==> config.mk <==
export PLATFORM = sky130hd
export DESIGN_NAME = periodic_cell_neighbour_index_top_flat
export DESIGN_NICKNAME = d
export VERILOG_FILES = /design/src/rtl/pcni_pkg.sv /design/src/rtl/pcni_intf.sv /design/src/rtl/pcni_cfg.sv /design/src/rtl/pcni_div.sv /design/src/rtl/pcni_post.sv /design/src/rtl/periodic_cell_neighbour_index_top.sv /design/src/flat_wrapper.sv
export SDC_FILE = /design/constraint.sdc
export NUM_CORES = 1
export LEC_CHECK = 0
export ABC_CLOCK_PERIOD_IN_PS = 5100
export CAP_MARGIN = 20
export CORE_MARGIN = 3
export CORE_UTILIZATION = 30
export DETAILED_ROUTE_END_ITERATION = 16
export DONT_BUFFER_PORTS = 1
export PLACE_DENSITY = 0.56
export SYNTH_ARGS = -nofsm -noshare
export SYNTH_HDL_FRONTEND = slang
export SYNTH_SLANG_ARGS = --single-unit
==> constraint.sdc <==
create_clock -name i_clk -period 5.1 [get_ports i_clk]
set_input_delay 1.275 -clock i_clk [delete_from_list [all_inputs] [get_ports i_clk]]
set_output_delay 1.275 -clock i_clk [all_outputs]
set_load 0.03 [all_outputs]
==> src/rtl/pcni_pkg.sv <==
// ============================================================================
// pcni_pkg
// Shared widths, register map and stage types of the periodic neighbour
// index block.
// ============================================================================
package pcni_pkg;

    localparam int MAX_CELLS_PER_AXIS = 64;
    localparam int NEIGHBOUR_SLOTS    = 26;
    localparam int RING_SLOTS         = 8;
    localparam int SLOT_UP_Z          = 24;
    localparam int SLOT_DN_Z          = 25;

    localparam int IDX_W   = 18;
    localparam int SLOT_W  = 5;
    localparam int AXIS_W  = 7;
    localparam int COORD_W = $clog2(MAX_CELLS_PER_AXIS);
    localparam int PLANE_W = 2 * COORD_W + 1;
    localparam int TOTAL_W = 3 * COORD_W + 1;

    localparam int APB_DW = 32;
    localparam int APB_AW = 4;

    localparam logic [AXIS_W-1:0] AXIS_RESET = AXIS_W'(8);

    // register index, taken from paddr[3:2]
    localparam logic [1:0] REG_CELLS_X = 2'd0;
    localparam logic [1:0] REG_CELLS_Y = 2'd1;
    localparam logic [1:0] REG_CELLS_Z = 2'd2;

    // stage 0 .. DIV_STAGES-1 sit in the divider, the rest in the back end
    localparam int DIV_STAGES  = 7;
    localparam int POST_STAGES = 3;
    localparam int NUM_STAGES  = DIV_STAGES + POST_STAGES;

    // grid geometry, axis counts already clamped
    typedef struct packed {
        logic [AXIS_W-1:0]  nx;
        logic [AXIS_W-1:0]  ny;
        logic [AXIS_W-1:0]  nz;
        logic [PLANE_W-1:0] plane;
        logic [TOTAL_W-1:0] total;
    } t_grid;

    // decomposed central cell leaving the divider
    typedef struct packed {
        logic [COORD_W-1:0] z;
        logic [COORD_W-1:0] row;
        logic [COORD_W-1:0] col;
        logic [SLOT_W-1:0]  slot;
        logic               bad;
    } t_coord;

endpackage

==> src/rtl/pcni_intf.sv <==
// ============================================================================
// pcni_intf
// Request and response channels of the periodic neighbour index block.
// ============================================================================
interface pcni_req_if;
    logic                           valid;
    logic                           ready;
    logic [pcni_pkg::IDX_W-1:0]     cell_index;
    logic [pcni_pkg::SLOT_W-1:0]    neighbour_slot;

    modport source (output valid, output cell_index, output neighbour_slot, input ready);
    modport sink   (input valid, input cell_index, input neighbour_slot, output ready);
endinterface

interface pcni_rsp_if;
    logic                           valid;
    logic                           ready;
    logic [pcni_pkg::IDX_W-1:0]     neighbour_index;
    logic                           bad_request;

    modport source (output valid, output neighbour_index, output bad_request, input ready);
    modport sink   (input valid, input neighbour_index, input bad_request, output ready);
endinterface

==> src/rtl/pcni_cfg.sv <==
// ============================================================================
// pcni_cfg
// APB register file for the grid size, with clamped axis counts and
// registered plane and total cell counts.
// ============================================================================
module pcni_cfg (
    input  logic                          i_clk,
    input  logic                          i_rst_n,
    input  logic                          psel,
    input  logic                          penable,
    input  logic                          pwrite,
    input  logic [pcni_pkg::APB_AW-1:0]   paddr,
    input  logic [pcni_pkg::APB_DW-1:0]   pwdata,
    output logic [pcni_pkg::APB_DW-1:0]   prdata,
    output logic                          pready,
    output pcni_pkg::t_grid               o_grid
);

    logic [pcni_pkg::AXIS_W-1:0]  r_cells_x, r_cells_y, r_cells_z;
    logic [pcni_pkg::AXIS_W-1:0]  nx, ny, nz;
    logic [pcni_pkg::PLANE_W-1:0] r_plane, n_plane;
    logic [pcni_pkg::TOTAL_W-1:0] r_total, n_total;
    logic [1:0]                   reg_sel;
    logic                         wr_en;

    localparam logic [pcni_pkg::AXIS_W-1:0] AXIS_MAX =
        pcni_pkg::AXIS_W'(pcni_pkg::MAX_CELLS_PER_AXIS);

    assign reg_sel = paddr[3:2];
    assign wr_en   = psel && penable && pwrite;
    assign pready  = 1'b1;

    always_comb begin
        nx = (r_cells_x > AXIS_MAX) ? AXIS_MAX : r_cells_x;
        ny = (r_cells_y > AXIS_MAX) ? AXIS_MAX : r_cells_y;
        nz = (r_cells_z > AXIS_MAX) ? AXIS_MAX : r_cells_z;
        n_plane = pcni_pkg::PLANE_W'(nx) * pcni_pkg::PLANE_W'(ny);
        // plane is registered from the clamped axis counts, total from the registered plane
        n_total = pcni_pkg::TOTAL_W'(r_plane) * pcni_pkg::TOTAL_W'(nz);
    end

    always_comb begin
        unique case (reg_sel)
            pcni_pkg::REG_CELLS_X: prdata = pcni_pkg::APB_DW'(r_cells_x);
            pcni_pkg::REG_CELLS_Y: prdata = pcni_pkg::APB_DW'(r_cells_y);
            pcni_pkg::REG_CELLS_Z: prdata = pcni_pkg::APB_DW'(r_cells_z);
            default:               prdata = '0;
        endcase
    end

    always_ff @(posedge i_clk) begin
        if (!i_rst_n) begin
            r_cells_x <= pcni_pkg::AXIS_RESET;
            r_cells_y <= pcni_pkg::AXIS_RESET;
            r_cells_z <= pcni_pkg::AXIS_RESET;
            r_plane   <= pcni_pkg::PLANE_W'(64);
            r_total   <= pcni_pkg::TOTAL_W'(512);
        end else begin
            r_plane <= n_plane;
            r_total <= n_total;
            if (wr_en) begin
                unique case (reg_sel)
                    pcni_pkg::REG_CELLS_X: r_cells_x <= pwdata[pcni_pkg::AXIS_W-1:0];
                    pcni_pkg::REG_CELLS_Y: r_cells_y <= pwdata[pcni_pkg::AXIS_W-1:0];
                    pcni_pkg::REG_CELLS_Z: r_cells_z <= pwdata[pcni_pkg::AXIS_W-1:0];
                    default: ;
                endcase
            end
        end
    end

    assign o_grid.nx    = nx;
    assign o_grid.ny    = ny;
    assign o_grid.nz    = nz;
    assign o_grid.plane = r_plane;
    assign o_grid.total = r_total;

endmodule

==> src/rtl/pcni_div.sv <==
// ============================================================================
// pcni_div
// Input register and pipelined restoring divider: splits the linear cell
// index into plane, row and column, two quotient bits per stage.
// ============================================================================
module pcni_div (
    input  logic                                i_clk,
    input  logic [pcni_pkg::DIV_STAGES-1:0]     i_en,
    input  logic [pcni_pkg::IDX_W-1:0]          i_cell_index,
    input  logic [pcni_pkg::SLOT_W-1:0]         i_neighbour_slot,
    input  pcni_pkg::t_grid                     i_grid,
    output pcni_pkg::t_coord                    o_coord
);

    typedef struct packed {
        logic [pcni_pkg::TOTAL_W-1:0] rem;
        logic [1:0]                   q;
    } t_div2;

    // two restoring steps, quotient bits b and b-1
    function automatic t_div2 div2(input logic [pcni_pkg::TOTAL_W-1:0] rem,
                                   input logic [pcni_pkg::TOTAL_W-1:0] dvs,
                                   input int unsigned b);
        t_div2                        res;
        logic [pcni_pkg::TOTAL_W-1:0] t;
        res.rem = rem;
        res.q   = '0;
        t = dvs << b;
        if (res.rem >= t) begin
            res.rem  = res.rem - t;
            res.q[1] = 1'b1;
        end
        t = dvs << (b - 1);
        if (res.rem >= t) begin
            res.rem  = res.rem - t;
            res.q[0] = 1'b1;
        end
        return res;
    endfunction

    logic [pcni_pkg::IDX_W-1:0]   r_idx0, r_idx1;
    logic [pcni_pkg::SLOT_W-1:0]  r_slot [0:6];
    logic [pcni_pkg::IDX_W-1:0]   r_zrem [0:2];
    logic [pcni_pkg::IDX_W-1:0]   n_zrem [0:2];
    logic [pcni_pkg::COORD_W-1:0] r_zq   [0:2];
    logic [pcni_pkg::COORD_W-1:0] n_zq   [0:2];
    logic [pcni_pkg::PLANE_W-1:0] r_rrem [0:2];
    logic [pcni_pkg::PLANE_W-1:0] n_rrem [0:2];
    logic [pcni_pkg::COORD_W-1:0] r_rq   [0:2];
    logic [pcni_pkg::COORD_W-1:0] n_rq   [0:2];
    logic [pcni_pkg::COORD_W-1:0] r_z    [4:6];
    logic                         r_bad  [2:6];
    logic                         n_bad;
    logic [pcni_pkg::TOTAL_W-1:0] plane_w, nx_w;

    assign plane_w = pcni_pkg::TOTAL_W'(i_grid.plane);
    assign nx_w    = pcni_pkg::TOTAL_W'(i_grid.nx);

    always_comb begin
        t_div2 s;
        // plane number, divisor is the plane size
        s = div2(pcni_pkg::TOTAL_W'(r_idx0), plane_w, 5);
        n_zrem[0] = s.rem[pcni_pkg::IDX_W-1:0];
        n_zq[0]   = {s.q, 4'b0};
        s = div2(pcni_pkg::TOTAL_W'(r_zrem[0]), plane_w, 3);
        n_zrem[1] = s.rem[pcni_pkg::IDX_W-1:0];
        n_zq[1]   = {r_zq[0][5:4], s.q, 2'b0};
        s = div2(pcni_pkg::TOTAL_W'(r_zrem[1]), plane_w, 1);
        n_zrem[2] = s.rem[pcni_pkg::IDX_W-1:0];
        n_zq[2]   = {r_zq[1][5:2], s.q};
        // row number, remainder within the plane is below plane size
        s = div2(pcni_pkg::TOTAL_W'(r_zrem[2][pcni_pkg::PLANE_W-1:0]), nx_w, 5);
        n_rrem[0] = s.rem[pcni_pkg::PLANE_W-1:0];
        n_rq[0]   = {s.q, 4'b0};
        s = div2(pcni_pkg::TOTAL_W'(r_rrem[0]), nx_w, 3);
        n_rrem[1] = s.rem[pcni_pkg::PLANE_W-1:0];
        n_rq[1]   = {r_rq[0][5:4], s.q, 2'b0};
        s = div2(pcni_pkg::TOTAL_W'(r_rrem[1]), nx_w, 1);
        n_rrem[2] = s.rem[pcni_pkg::PLANE_W-1:0];
        n_rq[2]   = {r_rq[1][5:2], s.q};
        // a zero-sized grid has total zero, so every index fails here
        n_bad = ({1'b0, r_idx1} >= i_grid.total) ||
                (r_slot[1] >= pcni_pkg::SLOT_W'(pcni_pkg::NEIGHBOUR_SLOTS));
    end

    always_ff @(posedge i_clk) begin
        if (i_en[0]) begin
            r_idx0    <= i_cell_index;
            r_slot[0] <= i_neighbour_slot;
        end
        if (i_en[1]) begin
            r_zrem[0] <= n_zrem[0];
            r_zq[0]   <= n_zq[0];
            r_idx1    <= r_idx0;
        end
        if (i_en[2]) begin
            r_zrem[1] <= n_zrem[1];
            r_zq[1]   <= n_zq[1];
            r_bad[2]  <= n_bad;
        end
        if (i_en[3]) begin
            r_zrem[2] <= n_zrem[2];
            r_zq[2]   <= n_zq[2];
            r_bad[3]  <= r_bad[2];
        end
        if (i_en[4]) begin
            r_rrem[0] <= n_rrem[0];
            r_rq[0]   <= n_rq[0];
            r_z[4]    <= r_zq[2];
            r_bad[4]  <= r_bad[3];
        end
        if (i_en[5]) begin
            r_rrem[1] <= n_rrem[1];
            r_rq[1]   <= n_rq[1];
            r_z[5]    <= r_z[4];
            r_bad[5]  <= r_bad[4];
        end
        if (i_en[6]) begin
            r_rrem[2] <= n_rrem[2];
            r_rq[2]   <= n_rq[2];
            r_z[6]    <= r_z[5];
            r_bad[6]  <= r_bad[5];
        end
        for (int k = 1; k < pcni_pkg::DIV_STAGES; k++) begin
            if (i_en[k]) begin
                r_slot[k] <= r_slot[k-1];
            end
        end
    end

    assign o_coord.z    = r_z[6];
    assign o_coord.row  = r_rq[2];
    assign o_coord.col  = r_rrem[2][pcni_pkg::COORD_W-1:0];
    assign o_coord.slot = r_slot[6];
    assign o_coord.bad  = r_bad[6];

endmodule

==> src/rtl/pcni_post.sv <==
// ============================================================================
// pcni_post
// Slot decode with periodic wrap, partial products of the neighbour index
// and the final sum into the output register.
// ============================================================================
module pcni_post (
    input  logic                                i_clk,
    input  logic [pcni_pkg::POST_STAGES-1:0]    i_en,
    input  pcni_pkg::t_coord                    i_coord,
    input  pcni_pkg::t_grid                     i_grid,
    output logic [pcni_pkg::IDX_W-1:0]          o_neighbour_index,
    output logic                                o_bad_request
);

    typedef enum logic [1:0] {
        STEP_DN,
        STEP_HOLD,
        STEP_UP
    } t_step;

    function automatic logic [pcni_pkg::COORD_W-1:0] wrap(
        input logic [pcni_pkg::COORD_W-1:0] c,
        input t_step                        d,
        input logic [pcni_pkg::AXIS_W-1:0]  n
    );
        logic [pcni_pkg::AXIS_W-1:0]  up;
        logic [pcni_pkg::AXIS_W-1:0]  top_c;
        logic [pcni_pkg::COORD_W-1:0] res;
        up    = pcni_pkg::AXIS_W'(c) + 1'b1;
        top_c = n - 1'b1;
        case (d)
            STEP_UP: res = (up >= n) ? '0 : up[pcni_pkg::COORD_W-1:0];
            STEP_DN: res = (c == '0) ? top_c[pcni_pkg::COORD_W-1:0] : c - 1'b1;
            default: res = c;
        endcase
        return res;
    endfunction

    localparam logic [pcni_pkg::SLOT_W-1:0] RING_LAST =
        pcni_pkg::SLOT_W'(pcni_pkg::RING_SLOTS - 1);
    localparam logic [pcni_pkg::SLOT_W-1:0] RING_UP_FIRST =
        pcni_pkg::SLOT_W'(pcni_pkg::RING_SLOTS);
    localparam logic [pcni_pkg::SLOT_W-1:0] RING_UP_LAST =
        pcni_pkg::SLOT_W'(2 * pcni_pkg::RING_SLOTS - 1);
    localparam logic [pcni_pkg::SLOT_W-1:0] RING_DN_FIRST =
        pcni_pkg::SLOT_W'(2 * pcni_pkg::RING_SLOTS);
    localparam logic [pcni_pkg::SLOT_W-1:0] RING_DN_LAST =
        pcni_pkg::SLOT_W'(3 * pcni_pkg::RING_SLOTS - 1);
    localparam logic [pcni_pkg::SLOT_W-1:0] SLOT_UP =
        pcni_pkg::SLOT_W'(pcni_pkg::SLOT_UP_Z);

    t_step                        dr, dc, dz;
    logic [pcni_pkg::COORD_W-1:0] r_z1, r_row1, r_col1;
    logic [pcni_pkg::COORD_W-1:0] n_z1, n_row1, n_col1;
    logic                         r_bad1, r_bad2;
    logic [pcni_pkg::TOTAL_W-1:0] r_zp, n_zp;
    logic [pcni_pkg::PLANE_W-1:0] r_rn, n_rn;
    logic [pcni_pkg::COORD_W-1:0] r_col2;
    logic [pcni_pkg::TOTAL_W-1:0] n_sum;
    logic [pcni_pkg::IDX_W-1:0]   r_out, n_out;
    logic                         r_bad3;

    always_comb begin
        case (i_coord.slot) inside
            [5'd0 : RING_LAST]:          dz = STEP_HOLD;
            [RING_UP_FIRST : RING_UP_LAST]: dz = STEP_UP;
            [RING_DN_FIRST : RING_DN_LAST]: dz = STEP_DN;
            SLOT_UP:                     dz = STEP_UP;
            default:                     dz = STEP_DN;
        endcase
        if (i_coord.slot > RING_DN_LAST) begin
            // pure z neighbours keep row and column
            dr = STEP_HOLD;
            dc = STEP_HOLD;
        end else begin
            case (i_coord.slot[2:0]) inside
                3'd0, 3'd1, 3'd2: dr = STEP_UP;
                3'd3, 3'd4:       dr = STEP_HOLD;
                default:          dr = STEP_DN;
            endcase
            case (i_coord.slot[2:0]) inside
                3'd0, 3'd3, 3'd5: dc = STEP_DN;
                3'd1, 3'd6:       dc = STEP_HOLD;
                default:          dc = STEP_UP;
            endcase
        end
        n_row1 = wrap(i_coord.row, dr, i_grid.ny);
        n_col1 = wrap(i_coord.col, dc, i_grid.nx);
        n_z1   = wrap(i_coord.z,   dz, i_grid.nz);
        n_zp   = pcni_pkg::TOTAL_W'(r_z1) * pcni_pkg::TOTAL_W'(i_grid.plane);
        n_rn   = pcni_pkg::PLANE_W'(r_row1) * pcni_pkg::PLANE_W'(i_grid.nx);
        n_sum  = r_zp + pcni_pkg::TOTAL_W'(r_rn) + pcni_pkg::TOTAL_W'(r_col2);
        n_out  = r_bad2 ? '0 : n_sum[pcni_pkg::IDX_W-1:0];
    end

    always_ff @(posedge i_clk) begin
        if (i_en[0]) begin
            r_z1   <= n_z1;
            r_row1 <= n_row1;
            r_col1 <= n_col1;
            r_bad1 <= i_coord.bad;
        end
        if (i_en[1]) begin
            r_zp   <= n_zp;
            r_rn   <= n_rn;
            r_col2 <= r_col1;
            r_bad2 <= r_bad1;
        end
        if (i_en[2]) begin
            r_out  <= n_out;
            r_bad3 <= r_bad2;
        end
    end

    assign o_neighbour_index = r_out;
    assign o_bad_request     = r_bad3;

endmodule

==> src/rtl/periodic_cell_neighbour_index_top.sv <==
// ============================================================================
// periodic_cell_neighbour_index_top
// Periodic 26-neighbour linear index of a 3-D cell grid, one request per
// cycle unless the response side stalls, grid size set over APB.
// ============================================================================
// One request word is accepted per cycle unless the response side stalls;
// a restoring divider splits the cell index into plane, row and column two
// quotient bits per stage (six stages after the input register), then one
// wrap stage, one stage of partial products and the output sum register.
// Each stage holds its word while the stage after it is full and stalled, so
// a stall at the response side backs up only as far as the bubbles allow.
// Plane and total follow a grid write through their registers. The user must
// change grid registers only while no request is in flight (not enforced).
module periodic_cell_neighbour_index_top (
    input  logic                          i_clk,
    input  logic                          i_rst_n,
    pcni_req_if.sink                      i_req,
    pcni_rsp_if.source                    o_rsp,
    input  logic                          psel,
    input  logic                          penable,
    input  logic                          pwrite,
    input  logic [pcni_pkg::APB_AW-1:0]   paddr,
    input  logic [pcni_pkg::APB_DW-1:0]   pwdata,
    output logic [pcni_pkg::APB_DW-1:0]   prdata,
    output logic                          pready
);

    localparam int NS = pcni_pkg::NUM_STAGES;

    pcni_pkg::t_grid  grid;
    pcni_pkg::t_coord coord;
    logic [NS-1:0]    r_vld;
    logic [NS-1:0]    en;
    logic             in_fire;

    // a stage may load when it or any stage after it is empty, or the sink takes
    always_comb begin
        for (int k = 0; k < NS; k++) begin
            en[k] = o_rsp.ready || !(&(r_vld | NS'((1 << k) - 1)));
        end
    end

    assign i_req.ready = en[0];
    assign in_fire     = i_req.valid && en[0];
    assign o_rsp.valid = r_vld[NS-1];

    always_ff @(posedge i_clk) begin
        if (!i_rst_n) begin
            r_vld <= '0;
        end else begin
            if (en[0]) begin
                r_vld[0] <= in_fire;
            end
            for (int k = 1; k < NS; k++) begin
                if (en[k]) begin
                    r_vld[k] <= r_vld[k-1];
                end
            end
        end
    end

    pcni_cfg u_cfg (
        .i_clk   (i_clk),
        .i_rst_n (i_rst_n),
        .psel    (psel),
        .penable (penable),
        .pwrite  (pwrite),
        .paddr   (paddr),
        .pwdata  (pwdata),
        .prdata  (prdata),
        .pready  (pready),
        .o_grid  (grid)
    );

    pcni_div u_div (
        .i_clk            (i_clk),
        .i_en             (en[pcni_pkg::DIV_STAGES-1:0]),
        .i_cell_index     (i_req.cell_index),
        .i_neighbour_slot (i_req.neighbour_slot),
        .i_grid           (grid),
        .o_coord          (coord)
    );

    pcni_post u_post (
        .i_clk             (i_clk),
        .i_en              (en[NS-1:pcni_pkg::DIV_STAGES]),
        .i_coord           (coord),
        .i_grid            (grid),
        .o_neighbour_index (o_rsp.neighbour_index),
        .o_bad_request     (o_rsp.bad_request)
    );

`ifndef ASSERT_OFF
    // an empty or draining output slot never blocks the request side
    a_ready_when_free: assert property (@(posedge i_clk) disable iff (!i_rst_n)
        (!o_rsp.valid || o_rsp.ready) |-> i_req.ready)
        else $error("request blocked while output slot free");

    // rejected requests carry index zero
    a_bad_zero: assert property (@(posedge i_clk) disable iff (!i_rst_n)
        (o_rsp.valid && o_rsp.bad_request) |-> (o_rsp.neighbour_index == '0))
        else $error("bad request with nonzero index");

    // a good neighbour lies inside the grid
    a_in_grid: assert property (@(posedge i_clk) disable iff (!i_rst_n)
        (o_rsp.valid && !o_rsp.bad_request) |->
            ({1'b0, o_rsp.neighbour_index} < grid.total))
        else $error("neighbour index outside grid");

    // an accepted word lands in the first stage
    a_fill: assert property (@(posedge i_clk) disable iff (!i_rst_n)
        in_fire |=> r_vld[0])
        else $error("accepted word lost at input stage");
`endif

endmodule

==> src/flat_wrapper.sv <==
// flat-port wrapper written by rule: the top's interface ports become plain ports
module periodic_cell_neighbour_index_top_flat 
  (i_clk, i_rst_n, psel, penable, pwrite, paddr, pwdata, prdata, pready, i_req_valid, i_req_cell_index, i_req_neighbour_slot, i_req_ready, o_rsp_valid, o_rsp_neighbour_index, o_rsp_bad_request, o_rsp_ready);
  pcni_req_if i_req_i ();
  pcni_rsp_if o_rsp_i ();
  input  logic i_clk;
  input  logic i_rst_n;
  input  logic psel;
  input  logic penable;
  input  logic pwrite;
  input  logic [pcni_pkg::APB_AW-1:0] paddr;
  input  logic [pcni_pkg::APB_DW-1:0] pwdata;
  output logic [pcni_pkg::APB_DW-1:0] prdata;
  output logic pready;
  input wire logic [$bits(i_req_i.valid)-1:0] i_req_valid;
  input wire logic [$bits(i_req_i.cell_index)-1:0] i_req_cell_index;
  input wire logic [$bits(i_req_i.neighbour_slot)-1:0] i_req_neighbour_slot;
  output wire logic [$bits(i_req_i.ready)-1:0] i_req_ready;
  output wire logic [$bits(o_rsp_i.valid)-1:0] o_rsp_valid;
  output wire logic [$bits(o_rsp_i.neighbour_index)-1:0] o_rsp_neighbour_index;
  output wire logic [$bits(o_rsp_i.bad_request)-1:0] o_rsp_bad_request;
  input wire logic [$bits(o_rsp_i.ready)-1:0] o_rsp_ready;
  assign i_req_i.valid = i_req_valid;
  assign i_req_i.cell_index = i_req_cell_index;
  assign i_req_i.neighbour_slot = i_req_neighbour_slot;
  assign i_req_ready = i_req_i.ready;
  assign o_rsp_valid = o_rsp_i.valid;
  assign o_rsp_neighbour_index = o_rsp_i.neighbour_index;
  assign o_rsp_bad_request = o_rsp_i.bad_request;
  assign o_rsp_i.ready = o_rsp_ready;
  periodic_cell_neighbour_index_top u_core (.i_clk(i_clk), .i_rst_n(i_rst_n), .i_req(i_req_i), .o_rsp(o_rsp_i), .psel(psel), .penable(penable), .pwrite(pwrite), .paddr(paddr), .pwdata(pwdata), .prdata(prdata), .pready(pready));
endmodule
== Word level (Yosys, flattened, before mapping) ==
Memory sizes are Yosys's and may differ from the RTL's. A register that Yosys moved wholly into a read port is not among the register bits.
Cells that the tools add are included.
Storage, ports and cells
  bits in registers: 174
  logic and storage cells: 205
  memory bits (writable): 187
  memories kept: 7
  output and inout bits: 54
  input bits: 66
Memories
  u_core.u_div.r_zrem: depth 3, bits a word 18, rd ports 3, clocked after memory_dff 0, write ports 3, RTL line pcni_div.sv:43  | logic [pcni_pkg::IDX_W-1:0] r_zrem [0:2];
  u_core.u_div.r_rrem: depth 3, bits a word 13, rd ports 3, clocked after memory_dff 0, write ports 3, RTL line pcni_div.sv:47  | logic [pcni_pkg::PLANE_W-1:0] r_rrem [0:2];
  u_core.u_div.r_slot: depth 7, bits a word 5, rd ports 7, clocked after memory_dff 0, write ports 7, RTL line pcni_div.sv:42  | logic [pcni_pkg::SLOT_W-1:0] r_slot [0:6];
  u_core.u_div.r_rq: depth 3, bits a word 6, rd ports 3, clocked after memory_dff 0, write ports 3, RTL line pcni_div.sv:49  | logic [pcni_pkg::COORD_W-1:0] r_rq [0:2];
  u_core.u_div.r_z: depth 3, bits a word 6, rd ports 3, clocked after memory_dff 0, write ports 3, RTL line pcni_div.sv:51  | logic [pcni_pkg::COORD_W-1:0] r_z [4:6];
  u_core.u_div.r_zq: depth 3, bits a word 6, rd ports 3, clocked after memory_dff 0, write ports 3, RTL line pcni_div.sv:45  | logic [pcni_pkg::COORD_W-1:0] r_zq [0:2];
  +1 memories
Cells by class
  multiply operators: 4
  $add $sub $neg: 23
  reduce and logical (&&, ||, !) cells: 51
  equal/unequal tests: 12
  multiplexer cells: 55
  order comparisons: 27
Operator list (number)
  $mux 20: 6
  $mux 18: 3
  $mux 13: 3
  $mux 6: 6
  $pmux 6 s2: 3
  $sub 6x1->6 const B: 6
  $add 6x1->7 const B: 3
  $ge 7x7->1: 3
  $gt 7x7->1 const B: 3
  $mux 1: 21
  $mux 7: 3
  $pmux 7 s3: 1
  $ge 18x19->1: 1
  $ge 19x11->1: 1
  $ge 19x13->1: 1
  $ge 19x15->1: 1
  $ge 19x17->1: 1
  $ge 19x7->1: 1
  $ge 19x9->1: 1
  $mul 13x7->19: 1
  $sub 18x14->19: 1
  $sub 18x16->19: 1
  $sub 18x18->19: 1
  $add 18x13->18: 1
  other kinds (50): 99

== Logic depth before layout (Yosys ltp) ==
Gate-level depths: netlist of the first run.
An unclocked memory read counts as a cell.
  depth after elaboration: 8
  gate-level depth with buffers: 24

== Modules after synthesis ==
A second synthesis of the first run with hierarchy kept.
Second synthesis, totals
  cells, all modules: 2928
  area, all modules: 28840.2 um^2
By module, submodules not included
  pcni_div: times used 1, cells each 1232, area an instance 13397.8 um^2
  pcni_post: times used 1, cells each 904, area an instance 8609.5 um^2
  pcni_cfg: times used 1, cells each 744, area an instance 6414.9 um^2
  periodic_cell_neighbour_index_top: times used 1, cells each 48, area an instance 417.9 um^2

== Worst setup path after synthesis of the first run ==
No wires, ideal clock.
  path type: flip-flop to flip-flop
  start: register u_core.u_cfg.r_cells_x[6] in the netlist's numbering
  end: memory u_core.u_div.r_rrem[0][27] in the netlist's numbering (data pin)
  slack: -0.405 ns
  stages on the path, launching flop included: 21
  buffers on the path: 3
  period minus slack after synthesis: 5.505 ns
  arrival time: 5.245 ns
  data required time: 4.840 ns
  cells stage by stage: dfxtp_1 -> clkbuf_1 -> nor2b_1 -> clkbuf_1 -> inv_1 -> ha_1 -> a21o_1 -> a21o_1 -> a221oi_1 -> nand4_1 -> clkbuf_1 -> a21oi_1 -> ha_1 -> nor2b_1 -> o21ai_0 -> a21boi_1 -> o21ai_0 -> a21boi_0 -> o31a_1 -> a2111oi_4 -> mux2_2
RTL lines
  from (decl): RTL line pcni_cfg.sv:19  | logic [pcni_pkg::AXIS_W-1:0] r_cells_x, r_cells_y, r_cells_z;
  from (signal assigned): RTL line pcni_cfg.sv:53  | r_cells_x <= pcni_pkg::AXIS_RESET;
  from (signal assigned): RTL line pcni_cfg.sv:63  | pcni_pkg::REG_CELLS_X: r_cells_x <= pwdata[pcni_pkg::AXIS_W-1:0];
  to (decl): RTL line pcni_div.sv:47

==> metrics.md, run 1 <==
| Metric | Value |
|---|---|
| Outcome | complete, no violations |
| Worst-path clk slew | ~60 ps |
| Final hold vios | 0 |
| Clock buffer depth | 3 |
| Register area share after synthesis | 0.328 |
| Mean area per synthesized cell | a little under 10 um^2 |
| Via count | 21,200 |
| Cell accounting for the most synthesized area | edfxtp_1 |
| Post-Syn Area | around 0.029 mm^2 |
| Min Clock Period, post-route | 5050 ps |
| Max Clk Rate | roughly 0.2 GHz |
| Global route overflow | 0 |
| Proportion of layout cells with a drive suffix above 1 | 0.155 |
| Reg2reg path depth | 21 |
| DR iter-0 viols | 1,135 |
| CTS tree | yes |
| Top FF cell, synth | edfxtp_1 |
| Final WS setup | around 52 ps |
| Maximum number of pins on one net before global-route repair | roughly 70 |
| Finished Core Util | 0.359 |
| Worst Max-Slew Pin Slew | 1100 ps |
| IO buf count | 0 |
| VDD IR max | approximately 330 uV |
| Routed wire length per instance | 16.2 um |
| Crit-path max FO | 6 |
| Share of flip-flops with an asynchronous set or reset | 0 |
| Distinct cells, synth | roughly 90 |
| Final Cycle Share | 0.990 |
| Worst min path class | register to register |
| Max-cap violations | 0 |
| Slew Limit Fails | 0 |
| CTS buffer count | 41 |
| DP HPWL | around 56,000 um |
| Vias per inst | between 4 and 5 |
| Initial Util | 0.305 |
| Routed Antenna Nets | 0 |
| Vias in the first global route | ~21,000 |
| RSZ-0062 raised after global routing | true |
| Startpoint Class | register |
| Worst slew margin | 0.261 |
| Slack of the worst reg-to-reg path | 50 ps |
| DRT Pass-1 Iters | 5 |
| Power Total | about 16 mW |
| First-pass GRT wire length | between 100,000 and 150,000 um |
| Site Rows | 112 |
| Synth area leaders | edfxtp_1 28%, ha_1 13%, fa_1 11% |
| Final routed DRC violation total | 0 |
| Die Footprint | 0.0993 mm^2 |
| Ports | 120 |
| Clk sinks | about 330 |
| Worst clock skew | 32.3 ps |
| Fillers | around 9,500 |
| Die X | about 320 um |
| # H-tree levels | 2 |
| Crit Path Class | register to register |
| #FFs+latches synth | between 300 and 400 |
| Yosys warns | 0 |
| Die Ht | between 300 and 400 um |
| Post-synth EDFFs | around 270 |
| Root Driver | clkbuf_16 |
| Post-synth top area share | 0.284 |
| Worst EP arrival | 5380 ps |
| Hold Crit Depth | 0 |
| GPL Wtd Cong | 0.860 |
| Setup violators final | 0 |
| Final WL | between 70,000 and 80,000 um |
| Crit path capture type | register |
| CP required | approximately 5400 ps |
| Initial antenna violation count | 3 |
| Nets | 3,640 |
| Core Area | 0.0940 mm^2 |
| Dpl ws | -248 ps |
| Layout area overhead | 17.7% |
| Lkg Pwr | between 10 and 15 nW |
| Clock latency on the worst-skew pair | about 590 ps |
| Overall Global Routing Usage | 0.142 |
| PwrDens | around 470 mW/mm^2 |
| Post-Syn Instances | 2,901 |
cell usage after synthesis (all sizes together), types with 72 or more instances:
master and count:
a21o 72, a21oi 146, and2 97, edfxtp 271
fa 160, ha 301, inv 318, mux2 73
nand2 252, nor2 202, o21ai 116, xnor2 101
logic make-up after synthesis:
| group | share of synthesized area |
|---|---|
| compound gates | 0.124 |
| xor+xnor | 0.0474 |
| fa+ha+maj | 0.243 |
| buf+inv | 0.0593 |
| flops | 0.328 |
| mux | 0.0481 |
| other cells | 0.000262 |
| simple gates | 0.150 |
metrics by stage:
step	cells	TNS [ps]	area, um^2	hold slack, ps
5_1_grt	4400	-1430	33700	421
4_1_cts	4361	0	32900	406
3_3_place_gp	4282	-762	31500	401
2_1_floorplan	2925	0	28800	400
6_report	4401	0	33700	403
3_5_place_dp	4283	-896	31500	405
flip-flops by register name, summed over array words and instances (netlist names), 5 cells and up:
| signal | count |
|---|---|
| u_core.u_div.r_z | 18 |
| u_core.u_cfg.r_total | 19 |
| u_core.u_cfg.r_plane | 13 |
| u_core.u_post.r_row1 | 6 |
| u_core.u_div.r_zrem | 45 |
| u_core.u_div.r_rrem | 32 |
| u_core.u_div.r_slot | 35 |
| u_core.u_div.r_zq | 12 |
| u_core.u_post.r_rn | 13 |
| u_core.u_cfg.r_cells_y | 7 |
| u_core.u_cfg.r_cells_z | 7 |
| u_core.u_div.r_idx1 | 18 |
| u_core.u_post.o_neighbour_index | 18 |
| u_core.u_post.r_z1 | 6 |
| u_core.u_post.r_col2 | 6 |
| u_core.r_vld | 10 |
| u_core.u_cfg.r_cells_x | 7 |
| u_core.u_div.r_rq | 12 |
| u_core.u_post.r_col1 | 6 |
| u_core.u_div.r_bad | 5 |
| u_core.u_div.r_idx0 | 18 |
| u_core.u_post.r_zp | 18 |
worst max-delay path, cell delays in order (launching register included):
cell and delay, ps:
edfxtp_1 480, inv_1 110, ha_2 180, inv_2 40, fa_2 400, nand3_2 80
nand2_2 80, a221oi_4 280, o211ai_1 180, nor2_2 160, buf_6 150, nand2_4 50
o21ai_2 60, ha_1 280, nor2b_4 150, o31a_1 300, o31a_1 310, o31a_1 330
o21a_1 230, nor4b_4 390, clkbuf_16 240, mux2_4 300
cells in the final DEF, fill, tap and decap left out, types with 9 or more instances in the layout:
cell type and count:
nor2b_1 60, and2_1 97, clkinvlp_4 10, o31ai_1 12
o21ai_1 14, o211ai_1 19, xnor2_1 101, a31oi_1 15
inv_1 305, mux2_4 20, a211oi_1 14, nand4_1 26
a21oi_1 142, or3_1 10, a21o_1 72, dfxtp_1 57
buf_12 9, fa_1 159, conb_1 26, xor2_1 54
nor2_1 196, mux2i_1 52, clkbuf_16 46, nor3_1 52
nand2b_1 23, o21bai_1 23, mux2_2 45, edfxtp_1 271
o21ai_0 94, clkinv_1 9, o21a_1 30, nand3_1 48
nand2_1 248, nor4_1 12, ha_1 287, and3_1 18
buf_4 224
where the power goes:
part	internal (mW)	switching, mW	total [mW]
Combinational	4.15	4.20	8.35
Sequential	3.83	0.544	4.38
Clock	1.73	1.23	2.96
Total	9.72	5.97	15.7
metal layers:
| metal | up-vias | wire length [um] | track usage |
|---|---|---|---|
| met5 | - | 0 | 0 |
| met4 | 0 | 1750 | 0.0397 |
| met3 | 93 | 3040 | 0.0216 |
| met2 | 373 | 31800 | 0.223 |
| met1 | 10200 | 34900 | 0.201 |
| li1 | 10500 | - | - |
repair_timing:
| action | CTS | global route |
|---|---|---|
| gates resized for setup | 13 | 116 |
| hold buffers | 0 | 0 |
| buffers inserted | 2 | 35 |
| cloned | 0 | 2 |
| pin swaps | 1 | 21 |
| setup endpoints to repair | 43 | 75 |
| hold endpoints to repair | 0 | 0 |
path summary, 6_finish.rpt:
kind / start / to
setup reg to reg: u_core.u_div.r_idx1[3] / u_core.u_div.r_zrem[0][22]
setup / recovery: u_core.u_div.r_idx1[3] / u_core.u_div.r_zrem[0][22]
hold / removal: u_core.u_div.r_z[1][8] / u_core.u_div.r_z[1][14]
hold reg to reg: u_core.u_div.r_z[1][8] / u_core.u_div.r_z[1][14]
layout make-up:
cell class,count,area (um^2),share of cell area
well taps,1254,1570,0.0465
flip-flops and latches,334,9410,0.279
multi-input cells,2172,18100,0.537
repair buffers,241,2020,0.0598
inverters,323,1240,0.0368
diodes,1,2.50,0.0000742
clock inverters,27,224,0.00664
clock buffers,49,1150,0.0341
Power figures use the tool's default switching activity.
==> inputs of run 2 (changes only) <==
--- a/config.mk
+++ b/config.mk
@@ -5,7 +5,7 @@
 export SDC_FILE = /design/constraint.sdc
 export NUM_CORES = 1
 export LEC_CHECK = 0
-export ABC_CLOCK_PERIOD_IN_PS = 5100
+export ABC_CLOCK_PERIOD_IN_PS = 4100
 export CAP_MARGIN = 20
 export CORE_MARGIN = 3
 export CORE_UTILIZATION = 30
==> constraint.sdc (replaced) <==
create_clock -name i_clk -period 4.1 [get_ports i_clk]
set_input_delay 1.025 -clock i_clk [delete_from_list [all_inputs] [get_ports i_clk]]
set_output_delay 1.025 -clock i_clk [all_outputs]
set_load 0.03 [all_outputs]
==> metrics.md, run 2 (synthesis results as in run 1) <==
| Metric | Value |
|---|---|
| Clock latency on the worst-skew pair | approximately 600 ps |
| Switching portion of total power | 0.362 |
| Min Clock Period, post-route | between 4000 and 5000 ps |
| Setup violators final | 88 |
| Maximum number of pins on one net before global-route repair | 71 |
| Crit Path Class | register to register |
| DR iter-0 viols | ~1,200 |
| Nets | ~4,100 |
| Max FFs per register | 45 |
| Final Cycle Share | 1.16 |
| Slew Limit Fails | 0 |
| CTS tree | yes |
| Hold endpoint | u_core.u_div.r_z[1][9] |
| Crit path capture type | register |
| Combinational Power Share | 0.612 |
| Reg2reg path depth | 19 |
| Site Rows | 112 |
| Largest registers | u_core.u_div.r_zrem: 45 flops, u_core.u_div.r_slot: 35 flops, u_core.u_div.r_rrem: 32 flops |
| Startpoint Class | register |
| Outcome | finished, violations left |
| Placed insts | about 4,700 |
| Ports | 120 |
| Overall Global Routing Usage | 0.155 |
| CP required | 4430 ps |
| Layout area overhead | 37.9% |
| DP HPWL | 60,300 um |
| Layout Cells excl Fill | just under 5,000 |
| Initial antenna violation count | 2 |
| Worst min path class | register to register |
| Crit-path max FO | 7 |
| Final WL | about 78,000 um |
| Vias in the first global route | approximately 23,000 |
| Sequential share of power | 0.227 |
| Slack of the worst reg-to-reg path | -670 ps |
| Leading cell type in the layout, fill and taps excluded | buf_4 |
| CTS Hold Buffers Added | 0 |
| Worst-path clk slew | 60 ps |
| VDD IR max | 436 uV |
| Routed wire length per instance | around 16 um |
| Fin Hold WS | roughly 400 ps |
| Commonest non-fill, non-tap cells in the layout | 649 x buf_4, 271 x inv_1, 271 x edfxtp_1, 248 x ha_1, 236 x nand2_1 |
| First-pass GRT wire length | between 100,000 and 150,000 um |
| GPL Wtd Cong | just over 0.9 |
| RSZ-0062 raised after global routing | true |
| Failing checks | setup timing |
| Lkg Pwr | around 18 nW |
| IO buf count | 0 |
| # H-tree levels | 2 |
| Hold Crit Start | u_core.u_div.r_z[1][3] |
| Worst Max-Slew Pin Slew | between 800 and 900 ps |
| Vias per inst | between 4 and 5 |
| Dpl ws | -1010 ps |
| Final WS setup | -673 ps |
| Total Negative Setup Slacks | -34,850 ps |
| Hold Crit Depth | 0 |
| Global route overflow | 0 |
| Die X | between 300 and 400 um |
| Clk sinks | roughly 330 |
| Core Area | approximately 0.094 mm^2 |
| R2R Path End | u_core.u_div.r_zrem[0][29] |
| Max-cap violations | 0 |
| Max Clk Rate | ~0.21 GHz |
| Internal power | about 15 mW |
| Clock buffer depth | 3 |
| Setup crit start | u_core.u_cfg.r_plane[8] |
| Worst clock skew | 33.4 ps |
| Worst slew margin | 0.461 |
| CTS buffer count | 43 |
| DRT Pass-1 Iters | 5 |
| Die Footprint | around 0.1 mm^2 |
| Proportion of layout cells with a drive suffix above 1 | 0.342 |
| Routed Antenna Nets | 0 |
| Final routed DRC violation total | 0 |
| Final hold vios | 0 |
| Biggest register | u_core.u_div.r_zrem |
| Worst EP arrival | 5100 ps |
| Die Ht | 315 um |
| Power Total | about 24 mW |
| Clock share of power | 0.161 |
| Initial Util | 0.305 |
| Via count | 23,200 |
| R2R Path Start | u_core.u_cfg.r_plane[8] |
| Root Driver | clkbuf_16 |
| P_sw | 8.61 mW |
| PwrDens | around 600 mW/mm^2 |
-- run 2: cell types whose count changed in the layout (fill, tap and decap cells not counted), sizes merged --
| cell | previous run | this run |
|---|---|---|
| clkbuf | 50 | 59 |
| clkinvlp | 10 | 6 |
| buf | 240 | 737 |
| inv | 317 | 322 |
| o21ai | 117 | 116 |
| clkinv | 21 | 14 |
-- run 2: worst max-delay path: stages (launching register included) --
cell	delay (ps)
dfxtp_2	340
inv_1	80
buf_12	150
ha_1	310
and3_4	180
and3_4	190
a221oi_4	260
o211ai_1	170
nor2_4	230
mux2_4	350
ha_4	220
o21a_1	170
o31a_1	110
o31a_1	300
o31a_1	330
o21a_1	240
nor4b_4	310
buf_12	150
buf_12	120
mux2_4	290
-- run 2: repair_timing --
action	CTS	global route
endpoints found under the setup margin	103	103
pin swaps	128	165
gates cloned	1	0
buffers inserted	75	59
gates resized for setup	235	214
-- run 2: layout make-up --
class	instances	area, um^2
fillers	8939	54500
multi-input cells	2171	19700
flip-flops and latches	334	9430
repair buffers	737	6100
well taps	1254	1570
inverters	323	1270
clock buffers	59	1220
clock inverters	21	210
diodes	1	2.50
-- run 2: stage by stage --
step	area, um^2	util
floorplan	29400	-
global placement	35200	0.375
detailed placement	35200	0.375
CTS	38200	0.406
global route	39500	0.420
finish	39500	0.420
-- run 2: routing by layer --
layer	global-route usage	vias up	share of wire
li1	-	11500	-
met5	0	-	0.00011
met1	0.217	11200	0.48
met3	0.0237	98	0.041
met2	0.251	430	0.46
met4	0.0396	2	0.023
-- run 2: power by group through the flow --
| stage | Sequential, mW | Combinational (mW) | Clock, mW |
|---|---|---|---|
| floorplan | 5.17 | 8.05 | 0 |
| global placement | 5.43 | 12.3 | 0 |
| global route | 5.48 | 16.0 | 4.09 |
| CTS | 5.38 | 13.7 | 3.96 |
| finish | 5.41 | 14.5 | 3.83 |
| detailed placement | 5.44 | 12.4 | 0 |
-- run 2: worst max path at each step --
stage | end | slack, ps | depth (start not counted)
floorplan | u_core.u_div.r_rrem[0][27] | -860 | 20
global placement | u_core.u_cfg.r_total[16] | -930 | 18
detailed placement | u_core.u_cfg.r_total[16] | -1010 | 18
CTS | u_core.u_div.r_zrem[0][48] | -650 | 20
global route | u_core.u_div.r_zrem[0][30] | -850 | 19
finish | u_core.u_div.r_zrem[0][29] | -670 | 19
==> inputs of run 3 (changes only) <==
--- a/config.mk
+++ b/config.mk
@@ -5,13 +5,13 @@
 export SDC_FILE = /design/constraint.sdc
 export NUM_CORES = 1
 export LEC_CHECK = 0
-export ABC_CLOCK_PERIOD_IN_PS = 4100
+export ABC_CLOCK_PERIOD_IN_PS = 4400
 export CAP_MARGIN = 20
 export CORE_MARGIN = 3
 export CORE_UTILIZATION = 30
+export CTS_CLUSTER_SIZE = 8
 export DETAILED_ROUTE_END_ITERATION = 16
 export DONT_BUFFER_PORTS = 1
-export PLACE_DENSITY = 0.56
 export SYNTH_ARGS = -nofsm -noshare
 export SYNTH_HDL_FRONTEND = slang
 export SYNTH_SLANG_ARGS = --single-unit
==> constraint.sdc (replaced) <==
create_clock -name i_clk -period 4.4 [get_ports i_clk]
set_input_delay 1.1 -clock i_clk [delete_from_list [all_inputs] [get_ports i_clk]]
set_output_delay 1.1 -clock i_clk [all_outputs]
set_load 0.03 [all_outputs]
==> metrics.md, run 3 (synthesis results as in run 1) <==
| Metric | Value |
|---|---|
| Initial Util | 0.305 |
| DR iter-0 viols | around 1,300 |
| Slew Limit Fails | 0 |
| R2R Path End | u_core.u_div.r_zrem[0][31] |
| Final Cell Area | roughly 0.038 mm^2 |
| Startpoint Class | register |
| Biggest register | u_core.u_div.r_zrem |
| Overall Global Routing Usage | 0.148 |
| Worst min path class | register to register |
| Max-cap violations | 0 |
| Critical path buffers and inverters | 5 |
| CTS tree | yes |
| Met2 WL | 34,300 um |
| Root Driver | clkbuf_16 |
| Clock share of power | 0.176 |
| Reg2reg path depth | 21 |
| Initial antenna violation count | 0 |
| Slowest-stage cell, CP | edfxtp_1 |
| RSZ-0062 raised after global routing | true |
| DRT Pass-1 Iters | 5 |
| Hold endpoint | u_core.u_div.r_bad[3] |
| Layout Cells excl Fill | 4,784 |
| Crit-path max FO | 8 |
| Sequential share of power | 0.242 |
| Slack of the worst reg-to-reg path | -410 ps |
| Crit path capture type | register |
| Global route overflow | 0 |
| Vias in the first global route | approximately 22,000 |
| Crit path cell chain | inv_1, ha_2, inv_2, fa_2, nand3_2, nand2_2, a221oi_4, o211ai_1, nor2_2, buf_6, mux2_4, ha_4, o21a_1, o31a_1, o31a_1, o31a_1, o21a_1, nor4b_4, buf_4, buf_12, mux2_4 |
| Worst EP arrival | around 5200 ps |
| WL met3 | 3450 um |
| DP Area | ~0.035 mm^2 |
| Outcome | finished, violations left |
| Routed Antenna Nets | 0 |
| Die Footprint | roughly 0.1 mm^2 |
| Final WL | 75,000 um |
| Switching portion of total power | 0.361 |
| Vias per inst | between 4 and 5 |
| Final Cycle Share | 1.09 |
| Clock latency on the worst-skew pair | around 600 ps |
| Setup violators final | 55 |
| P_sw | roughly 7.5 mW |
| Crit Path Class | register to register |
| Via count | around 23,000 |
| Min Clock Period, post-route | a little under 5000 ps |
| Wire length on met1 | 36,000 um |
| Top Layer Used | met4 |
| Worst-path clk slew | ~60 ps |
| Diodes inserted | 0 |
| First-pass GRT wire length | 119,000 um |
| Leading cell type in the layout, fill and taps excluded | buf_4 |
| GPL Wtd Cong | 0.877 |
| Commonest non-fill, non-tap cells in the layout | 556 x buf_4, 278 x inv_1, 271 x edfxtp_1, 262 x ha_1, 236 x nand2_1 |
| Die X | between 300 and 400 um |
| CTS buffer count | between 40 and 50 |
| Total Negative Setup Slacks | -15,400 ps |
| CP top delay family | compound AO/OA/AOI/OAI gates |
| Clock buffer depth | 3 |
| VDD IR max | around 370 uV |
| Worst clock skew | around 21 ps |
| Final routed DRC violation total | 0 |
| Largest registers | u_core.u_div.r_zrem: 45 flops, u_core.u_div.r_slot: 35 flops, u_core.u_div.r_rrem: 32 flops |
| Nets | 4,016 |
| Failing checks | setup timing |
| Hold Crit Depth | 0 |
| Maximum number of pins on one net before global-route repair | slightly above 70 |
| CP required | 4740 ps |
| Worst slew margin | 0.360 |
| Max FFs per register | 45 |
| Placed insts | between 4,000 and 5,000 |
| Site Rows | 112 |
| Max Clk Rate | slightly above 0.2 GHz |
| Lkg Pwr | ~17 nW |
| PwrDens | about 550 mW/mm^2 |
| Final WS setup | -410 ps |
| Ports | 120 |
| CP max stage delay | about 470 ps |
| Finished Core Util | 0.404 |
| IO buf count | 0 |
| Die Ht | roughly 320 um |
| Layout area overhead | 32.4% |
| Clk sinks | roughly 330 |
| Hold Crit Start | u_core.u_div.r_bad[2] |
| DP HPWL | between 50,000 and 60,000 um |
| Final hold vios | 0 |
| Most common cell on crit path | o31a_1 |
| Internal power | between 10 and 15 mW |
| Routed wire length per instance | 15.7 um |
| # H-tree levels | 2 |
| Combinational Power Share | 0.582 |
| Worst Max-Slew Pin Slew | 957 ps |
| R2R Path Start | u_core.u_div.r_idx1[3] |
| Core Area | 0.0940 mm^2 |
| CTS Hold Buffers Added | 0 |
| Proportion of layout cells with a drive suffix above 1 | 0.292 |
| Power Total | 20.9 mW |
==> run 3: metal layers <==
metal,track usage,up-vias
met5,0,-
li1,-,11300
met1,0.210,11000
met2,0.238,440
met3,0.0218,87
met4,0.0325,0
==> run 3: cell type report <==
type	count	area [um^2]
multi-input combinational	2171	19200
tap	1254	1570
clock buffer	87	1430
fill	9036	56100
timing repair inverter	1	8.76
timing repair buffer	609	4960
inverter	323	1270
sequential	334	9420
clock inverter	5	52.6
==> run 3: per-stage QoR <==
step	worst slack, ps	hold slack [ps]
CTS	-397	414
global placement	-728	402
global route	-604	415
finish	-410	409
floorplan	-558	400
detailed placement	-829	405
==> run 3: worst max-delay path by stage <==
stage,slack [ps],from,endpoint,cells after the start
after CTS,-400,u_core.u_div.r_zrem[0][19],u_core.u_div.r_zrem[0][39],21
after floorplan,-560,u_core.u_cfg.r_cells_x[6],u_core.u_div.r_rrem[0][27],20
after global routing,-600,u_core.u_div.r_zrem[0][19],u_core.u_div.r_zrem[0][48],21
after global placement,-730,u_core.u_cfg.r_cells_z[6],u_core.u_cfg.r_total[16],19
final,-410,u_core.u_div.r_idx1[3],u_core.u_div.r_zrem[0][31],21
after detailed placement,-830,u_core.u_cfg.r_cells_z[6],u_core.u_cfg.r_total[16],18
==> run 3: power groups by stage <==
stage	Clock [mW]	Sequential, mW	Combinational [mW]
floorplan	0	4.82	7.48
detailed placement	0	5.08	11.3
CTS	3.79	5.02	11.6
finish	3.67	5.04	12.1
global placement	0	5.06	11.1
global route	3.90	5.11	13.4
==> run 3: timing repair <==
| item | in CTS | in global routing |
|---|---|---|
| cloned | 2 | 1 |
| hold endpoints to repair | 0 | 0 |
| gates resized for setup | 106 | 197 |
| pin swaps | 58 | 120 |
| setup endpoints to repair | 88 | 93 |
| buffers inserted | 43 | 38 |
